===== src/rtl/fpr_ram.sv =====
`timescale 1ns / 1ps

// simple dual-port ram, one write and one registered read per cycle
module fpr_ram #(
    parameter int DEPTH  = 16,
    parameter int WIDTH  = 16,
    parameter int ADDR_W = $clog2(DEPTH)
) (
    input  logic              i_clk,
    input  logic              i_we,
    input  logic [ADDR_W-1:0] i_waddr,
    input  logic [WIDTH-1:0]  i_wdata,
    input  logic              i_re,
    input  logic [ADDR_W-1:0] i_raddr,
    output logic [WIDTH-1:0]  o_rdata
);

    logic [WIDTH-1:0] r_mem [DEPTH];
    logic [WIDTH-1:0] r_rdata;

    always_ff @(posedge i_clk) begin
        if (i_we) begin
            r_mem[i_waddr] <= i_wdata;
        end
    end

    always_ff @(posedge i_clk) begin
        if (i_re) begin
            r_rdata <= r_mem[i_raddr];
        end
    end

    assign o_rdata = r_rdata;

endmodule


===== config.mk =====
export PLATFORM = sky130hd
export DESIGN_NAME = fpr_ram
export DESIGN_NICKNAME = d
export VERILOG_FILES = /design/src/rtl/fpr_ram.sv
export SDC_FILE = /design/constraint.sdc
export NUM_CORES = 1
export LEC_CHECK = 0
export ABC_AREA = 1
export BUFFER_PORTS_ARGS = -buffer_cell sky130_fd_sc_hd__buf_2
export CORE_MARGIN = 2
export CORE_UTILIZATION = 50
export CTS_CLUSTER_SIZE = 14
export DETAILED_ROUTE_END_ITERATION = 10
export GPL_ROUTABILITY_DRIVEN = 1
export PLACE_DENSITY = 0.67
export SLEW_MARGIN = 25
export SYNTH_ARGS = -nofsm -noshare
export SYNTH_HDL_FRONTEND = slang
export SYNTH_SLANG_ARGS = --single-unit

===== constraint.sdc =====
create_clock -name i_clk -period 4.25 [get_ports i_clk]
set_input_delay 0.425 -clock i_clk [delete_from_list [all_inputs] [get_ports i_clk]]
set_output_delay 0.425 -clock i_clk [all_outputs]
set_load 0.05 [all_outputs]

==> impl_metrics.csv, run 1 <==
group,metric,value,unit
layout,nFillCells,1876,
layout,fin_area,0.0128,mm^2
timing,skew,6.76,ps
critical_path,critPathMostFrequentCell,"nand3_1",
synth,synth_top_cell_by_area,"edfxtp_1",
synth,synthCells,1074,
cts,post_cts_buffers,0,
cts,clk_pin_slew,60,ps
layout,final_nets,1143,
cts,clock_latency,520,ps
placement,dp_cells,1372,
timing,fin_ws,2210,ps
grt,overflow,0,
timing,period_share,48.1,%
synth,netlist_area,0.0115,mm^2
timing,timing.fmax,490,MHz
cts,cts_tree,"yes",
layout,area_delta_synth_final,10.9,%
timing,fin_hold_ws,271,ps
route,wirelength,26100,um
synth,avgSynthCellArea,10.7,um^2
grt,grt_max_degree,129,
cts,numCtsBuffers,27,
layout,multi_input_area,0.00238,mm^2
floorplanning,pin_count,43,
timing,hold_viol,0,
grt,antenna_found_initial,1,
critical_path,crit_path_max_fanout,72,
synth,synth_top_cell_area_share,70.8,%
route,drtIter0Drc,674,
cts,cts_root_buf,"clkbuf_16",
placement,dpl_worst_slack,1700,ps
cts,htree_levels,1,
run_status,status,"finished clean",
power_and_ir_drop,internal_power,4.28,mW
route,dr.pass1.iters,6,
cts,cts.sinks,272,
grt,grt_pass1_wl,40300,um
cts,clockBufferDepth,3,
critical_path,critPathKind,"primary input to flop",
layout,drive_above_1_share,10.1,%
timing,fin_crit,2040,ps
timing,slew_headroom,30.9,%
synth,synth.distinct_cells,12,
floorplanning,num_rows,55,
power_and_ir_drop,p_seq_share,55.1,%
layout,post-route-util,56.5,%
power_and_ir_drop,power_density,431,mW/mm^2
critical_path,crit_path_top_delay_cell,"buf_4",
synth,syn_nets,1101,
cts,cts_resized,0,
critical_path,crit_path_start_kind,"primary input",
floorplanning,initial_core_util,51.0,%
floorplanning,coreArea,0.0226,mm^2
grt,first_global_vias,6925,
power_and_ir_drop,swShare,22.5,%
timing,tightest_slew,1040,ps
floorplanning,die-area,0.0243,mm^2
synth,ys_warn_count,0,
min_path,hold_class,"primary input to flop",
placement,dpl-instance-area,0.0120,mm^2
layout,layout_common_cells,"nand2_1 (341), edfxtp_1 (272), inv_1 (196)",
grt,grt_use_total,22.1,%
timing,slew_violations,0,
route,wl_per_cell,18.4,um
placement,dp_hpwl,13700,um
route,vias_per_cell,5.17,
power_and_ir_drop,p_sw,1.24,mW
power_and_ir_drop,clkPwrFrac,38.1,%
critical_path,critPathRequiredTime,4520,ps
power_and_ir_drop,power_frac_comb,6.8,%
critical_path,cp_slowest_stage_delay,730,ps
layout,layout_commonest_cell,"nand2_1",
floorplanning,chipHeight,156,um
route,drc,0,
placement,port_buffers,42,
timing,setup_tns,0,ps
timing,rsz0062_at_grt,"no",
floorplanning,die_w,156,um
route,drtAntennaViolNets,0,
layout,antennaDiodeCount,0,
flow_run,drv_cap,0,
synth,yosys-top-cells-area,"edfxtp_1 (71%), nand2_1 (11%), nand3_1 (8.4%), inv_1 (6.4%), buf_4 (1.2%)",
synth,ys_seq_elements,272,
critical_path,critPathCaptureType,"flop",
synth,seq_area_frac_synth,70.8,%
cts,holdBufCountCts,0,
power_and_ir_drop,power.total,5.52,mW
placement,place_congestion,0.764,
layout,regArea,0.00817,mm^2
layout,instances_no_fill,1420,
critical_path,worstPathCellList,"buf_4 -> buf_4 -> nand2_1 -> nand3_1 -> nand3_1 -> nand3_1 -> nand2_1",
critical_path,worstPathArrival,2310,ps
route,vias,7340,
timing,setup_viol,0,
power_and_ir_drop,vdd_drop_max,0.000231,V
power_and_ir_drop,leakage,5.45,nW
[cells in the mapped netlist]
| cell | number |
|---|---|
| inv_1 | 196 |
| inv_2 | 2 |
| buf_1 | 1 |
| nand3b_1 | 2 |
| clkbuf_1 | 10 |
| nand2_1 | 341 |
| buf_6 | 3 |
| nand3_1 | 193 |
| buf_2 | 19 |
| buf_4 | 18 |
| edfxtp_1 | 272 |
| nor2_1 | 17 |
[kinds of logic after synthesis]
family	synth area share (%)
flops	70.8
simple gates	20.1
buf+inv	9.09
[layout make-up]
class	instances	area share, %
Clock buffer	35	5.51
Timing Repair Buffer	64	3.05
Tap cell	285	2.79
Sequential cell	272	63.8
Multi-Input combinational cell	553	18.6
Clock inverter	13	0.440
Inverter	198	5.82
[layer usage]
metal | up-vias | track usage, % | part of all wire, %
met5 | - | 0 | 0.042
met4 | 2 | 5.77 | 1.8
met3 | 36 | 3.11 | 6.8
met2 | 257 | 35.2 | 48
met1 | 3484 | 32.5 | 44
li1 | 3561 | - | -
[worst max-delay path: cells and delay by family]
| kind | cells | cell delay (ps) |
|---|---|---|
| buffers and inverters | 2 | 1240 |
| and+or+nand+nor | 5 | 530 |
[registers in the layout, indices dropped and copies added, names as in the netlist]
register / count
o_rdata: 16
r_mem: 256
[worst paths after layout]
kind	end	startpoint	depth (start not counted)	slack, ps
worst max-delay path	o_rdata[6]	i_raddr[0]	7	2210
worst min-delay path	r_mem[15][11]	i_wdata[11]	1	270
worst max register to register	o_rdata[0]	r_mem[1][0]	6	3100
worst min register to register	o_rdata[15]	r_mem[10][15]	6	730
[power groups by stage]
stage | logic, mW | registers, mW | clock network [mW]
after detailed placement | 0.376 | 3.10 | 0
after floorplan | 0.203 | 3.14 | 0
final | 0.375 | 3.04 | 2.10
after CTS | 0.377 | 3.04 | 2.12
after global placement | 0.370 | 3.10 | 0
after global routing | 0.417 | 3.04 | 2.22
No activity file was read; power rests on OpenSTA's default activity.
==> inputs of run 2 (changes only) <==
- ABC_AREA: 1 -> 0
- clock period: 4.25 -> 2 ns (I/O delays scaled with it)
==> impl_metrics.csv, run 2 <==
group,metric,value,unit
placement,port_buffers,42,
grt,grt_pass1_wl,30800,um
layout,final_nets,540,
grt,overflow,0,
placement,place_congestion,0.753,
synth,synth_top_cell_by_area,"edfxtp_1",
synth,yosys.area_share.simple,1.89,%
timing,timing.fmax,646,MHz
grt,grt_use_total,19.6,%
floorplanning,chipHeight,147,um
critical_path,critPathKind,"flop to flop",
floorplanning,coreArea,0.0201,mm^2
route,dr.pass1.iters,4,
timing,period_share,77.4,%
layout,regArea,0.00817,mm^2
cts,clock_latency,520,ps
layout,largest_register_ffs,256,
critical_path,crit_path_start_kind,"flop",
grt,grt_max_degree,45,
cts,clk_pin_slew,60,ps
synth,ys_seq_elements,272,
synth,avgSynthCellArea,23.6,um^2
floorplanning,pin_count,43,
synth,ys_top_cells_by_count,"edfxtp_1 (272), mux4_2 (54), a22oi_1 (32)",
min_path,hold_class,"primary input to flop",
cts,holdBufCountCts,0,
layout,nFillCells,1378,
layout,layout_common_cells,"edfxtp_1 (272), mux4_2 (54), buf_2 (41)",
power_and_ir_drop,power.total,12.2,mW
power_and_ir_drop,leakage,3.90,nW
cts,htree_levels,1,
critical_path,ff2ff_setup_slack,450,ps
flow_run,drv_cap,0,
cts,cts_tree,"yes",
critical_path,worstPathArrival,1820,ps
critical_path,critPathCaptureType,"flop",
timing,fin_crit,1550,ps
cts,cts.sinks,272,
floorplanning,die-area,0.0216,mm^2
power_and_ir_drop,vdd_drop_max,0.000558,V
floorplanning,initial_core_util,50.8,%
cts,cts_resized,0,
synth,yosys.cell_count.top_type,"edfxtp_1",
synth,async_flop_share,0,%
placement,dp_hpwl,11500,um
timing,skew,5.93,ps
critical_path,r2r-start,"r_mem[9][11]",
synth,synth_edf_count,272,
layout,antennaDiodeCount,0,
synth,syn_nets,459,
synth,yosys.area_share.adder,0,%
synth,synth.distinct_cells,18,
timing,tightest_slew,1040,ps
route,drtIter0Drc,422,
synth,ys_warn_count,0,
timing,rsz0062_at_grt,"no",
route,wl_per_cell,25.5,um
route,drc,0,
synth,synth_compound_area_share,2.35,%
timing,slew_violations,0,
synth,synthCells,432,
synth,ys.flop_type,"edfxtp_1",
route,drtAntennaViolNets,0,
synth,synth_mux_area_share,14.5,%
floorplanning,num_rows,52,
min_path,min-delay-start,"i_wdata[4]",
min_path,holdPathEnd,"r_mem[13][4]",
critical_path,crit_start,"r_mem[9][11]",
layout,area_delta_synth_final,16.9,%
synth,synth_xor_area_share,0,%
timing,setup_tns,0,ps
route,vias,4673,
layout,layout_commonest_cell,"edfxtp_1",
synth,yosys-top-cells-area,"edfxtp_1 (80%), mux4_2 (12%), mux4_1 (2.6%), a22oi_1 (2.4%), nand2_1 (0.63%)",
critical_path,cp_top_family,"multiplexers",
cts,cts_root_buf,"clkbuf_16",
layout,multi_input_area,0.00197,mm^2
cts,clockBufferDepth,3,
timing,slew_headroom,30.6,%
cts,numCtsBuffers,27,
run_status,status,"finished clean",
timing,hold_viol,0,
critical_path,crit_path_top_delay_cell,"mux4_1",
layout,regMostFlops,"r_mem",
synth,synth_top_family_by_area,"multiplexers",
grt,antenna_found_initial,0,
critical_path,critical_path_buf_inv_count,0,
min_path,holdPathStages,1,
critical_path,reg2regPathDepth,3,
timing,setup_viol,0,
critical_path,worstPathCellList,"mux4_1 -> a22oi_1 -> nand2_1",
critical_path,critPathRequiredTime,2270,ps
synth,synth_top_cell_area_share,80.0,%
route,vias_per_cell,5.81,
route,wirelength,20500,um
critical_path,worstReg2RegEnd,"o_rdata[11]",
critical_path,cp_slowest_stage_delay,510,ps
synth,seq_area_frac_synth,80.0,%
power_and_ir_drop,power_density,1030,mW/mm^2
grt,first_global_vias,4889,
floorplanning,die_w,147,um
synth,netlist_area,0.0102,mm^2
cts,post_cts_buffers,0,
layout,drive_above_1_share,33.9,%
critical_path,crit_path_max_fanout,1,
run 2: changes by cell type after synthesis, moves of 4 or more:
cell	delta
buf_4	-15
nand3_1	-192
mux4_1	+10
mux4_2	+54
inv_1	-196
nor3_1	+4
a22oi_1	+32
nor2_1	-4
nand2_1	-324
buf_2	-16
run 2: cell type report:
type,count,share of cell area [%]
Sequential cell,272,68.5
Tap cell,270,2.83
Clock inverter,16,1.71
Clock buffer,34,5.89
Multi-Input combinational cell,139,16.5
Timing Repair Buffer,73,4.57
run 2: logic make-up (layout without fill, tap and decap cells):
family	count (synthesis)	after routing
buf+inv	21	123
compound gates	32	32
flops	272	272
mux	64	64
simple gates	43	43
run 2: worst max-delay path by stage:
stage / to / slack [ps] / cells past startpoint
3_3_place_gp: o_rdata[11] / 100 / 5
3_5_place_dp: o_rdata[11] / 80 / 5
6_report: o_rdata[11] / 450 / 3
2_1_floorplan: r_mem[8][0] / 50 / 2
4_1_cts: o_rdata[11] / 480 / 3
5_1_grt: o_rdata[4] / 450 / 3
run 2: where the power goes:
group | internal, mW | switching, mW
logic | 0.248 | 0.417
clock network | 3.12 | 1.99
registers | 6.42 | 0.0348
run 2: metrics by stage:
stage          instances  setup slack (ps)  utilization [%]  hold WS [ps]  area, um^2
2_1_floorplan        432              45.4                -           299       10200
3_3_place_gp         754               101             54.8           561       11000
3_5_place_dp         754              83.9             54.8           576       11000
4_1_cts              804               475             59.3          23.9       11900
5_1_grt              804               452             59.3          36.1       11900
6_report             804               452             59.3          41.6       11900
run 2: layer usage:
layer  wire [um]  up-vias  global-route usage [%]  part of all wire [%]
li1            -     2016                       -                     -
met1        8620     2460                    28.6                    42
met2       10300      169                    31.6                    50
met3        1280       28                    3.20                   6.2
met4         356        0                    5.24                   1.7
met5           0        -                       0                     0
==> inputs of run 3 (changes only) <==
- ABC_AREA: 0 -> 1
- PLACE_DENSITY: 0.67 -> 0.69
- clock period: 2 -> 1.4 ns (I/O delays scaled with it)
==> impl_metrics.csv, run 3 (same netlist as run 1, synthesis figures left out) <==
group,metric,value,unit
floorplanning,chipHeight,156,um
placement,port_buffers,42,
critical_path,reg2regPathDepth,6,
cts,clockBufferDepth,3,
critical_path,cp_top_family,"flip-flops",
layout,antennaDiodeCount,0,
cts,clock_latency,530,ps
power_and_ir_drop,leakage,5.70,nW
critical_path,critical_path_buf_inv_count,1,
route,drtIter0Drc,655,
critical_path,worstReg2RegEnd,"o_rdata[4]",
cts,clk_pin_slew,60,ps
critical_path,cp_num_cells,1,
critical_path,crit_path_max_fanout,1,
run_status,status,"finished clean",
cts,cts_tree,"yes",
layout,regMostFlops,"r_mem",
power_and_ir_drop,vdd_drop_max,0.000828,V
layout,final_nets,1182,
timing,slew_headroom,46.3,%
power_and_ir_drop,power.total,17.0,mW
critical_path,critPathKind,"flop to primary output",
floorplanning,die-area,0.0243,mm^2
timing,skew,7.87,ps
critical_path,worstPathArrival,1190,ps
cts,numCtsBuffers,27,
route,wirelength,25800,um
critical_path,critPathRequiredTime,1260,ps
timing,fin_crit,1330,ps
layout,fin_area,0.0133,mm^2
route,vias_per_cell,5.17,
critical_path,crit_path_top_delay_cell,"edfxtp_1",
grt,grt_pass1_wl,39700,um
critical_path,r2r-start,"r_mem[7][4]",
placement,dp_hpwl,15300,um
layout,drive_above_1_share,12.1,%
floorplanning,pin_count,43,
grt,grt_use_total,21.8,%
critical_path,crit_path_start_kind,"flop",
route,wl_per_cell,17.7,um
layout,area_delta_synth_final,15.2,%
route,drc,0,
critical_path,worstPathCellList,"buf_2",
critical_path,cp_slowest_stage_delay,380,ps
cts,post_cts_buffers,0,
layout,layout_common_cells,"nand2_1 (341), edfxtp_1 (272), inv_1 (196)",
cts,htree_levels,1,
timing,rsz0062_at_grt,"no",
route,dr.pass1.iters,7,
timing,tightest_slew,805,ps
critical_path,ff2ff_setup_slack,280,ps
timing,hold_viol,0,
critical_path,critPathCaptureType,"primary output",
cts,cts.sinks,272,
min_path,holdPathEnd,"r_mem[9][11]",
route,vias,7546,
cts,holdBufCountCts,11,
floorplanning,initial_core_util,51.0,%
timing,setup_viol,0,
timing,timing.fmax,752,MHz
min_path,hold_class,"primary input to flop",
floorplanning,die_w,156,um
floorplanning,coreArea,0.0226,mm^2
flow_run,drv_cap,0,
cts,cts_resized,0,
placement,dpl-instance-area,0.0124,mm^2
grt,overflow,0,
min_path,holdPathStages,1,
layout,layout_commonest_cell,"nand2_1",
min_path,min-delay-start,"i_wdata[11]",
timing,period_share,95.0,%
layout,instances_no_fill,1460,
layout,largest_register_ffs,256,
grt,first_global_vias,6912,
placement,dp_cells,1400,
layout,post-route-util,58.7,%
placement,place_congestion,0.819,
grt,grt_max_degree,65,
cts,cts_root_buf,"clkbuf_16",
route,drtAntennaViolNets,0,
grt,antenna_found_initial,0,
power_and_ir_drop,power_density,1280,mW/mm^2
timing,slew_violations,0,
floorplanning,num_rows,55,
layout,nFillCells,1773,
-- run 3: changes by cell type in the layout (fill, tap and decap cells not counted), sizes merged, moves of 11 or more --
cell         previous run  this run
dlygate4sd3             0        11
nand2                  17       341
nand3                   1       193
buf                    73        92
mux4                   64         0
a22oi                  32         0
inv                     1       197
-- run 3: worst max path at each step --
stage | slack (ps) | endpoint | start
finish | 70 | o_rdata[13] | o_rdata[13]
detailed placement | -40 | o_rdata[4] | i_raddr[0]
global placement | -40 | o_rdata[4] | i_raddr[0]
floorplan | -40 | r_mem[10][0] | i_waddr[2]
CTS | 70 | o_rdata[13] | o_rdata[13]
global route | 60 | o_rdata[3] | o_rdata[3]
-- run 3: where the power goes --
| group | total [mW] | switching, mW | leakage (nW) | internal (mW) |
|---|---|---|---|---|
| Clock | 6.52 | 2.80 | 0.385 | 3.72 |
| Combinational | 1.26 | 0.886 | 2.84 | 0.372 |
| Sequential | 9.22 | 0.0493 | 2.47 | 9.17 |
| Total | 17.0 | 3.74 | 5.70 | 13.3 |
-- run 3: per-layer routing --
layer  GRT usage [%]  up-vias  wire, um
met5               0        -         0
met4            5.59        0       509
met3            2.89       35      1910
met2            35.4      300     12400
met1            31.3     3574     11000
li1                -     3637         -
-- run 3: area by class of cell --
class	instances	area [um^2]	share of cell area, %
Sequential cell	272	8170	61.4
Clock inverter	12	76.3	0.574
Multi-Input combinational cell	553	2360	17.8
Tap cell	285	357	2.68
Inverter	198	744	5.60
Timing Repair Buffer	103	873	6.57
Clock buffer	37	713	5.36
-- run 3: stage by stage --
stage | setup WS (ps) | hold WS [ps] | TNS, ps
after floorplan | -39.6 | 239 | -6330
after global placement | -44.0 | 529 | -278
after detailed placement | -35.1 | 529 | -192
after CTS | 72.3 | 2.67 | 0
after global routing | 64.0 | 20.9 | 0
final | 69.8 | 10.3 | 0
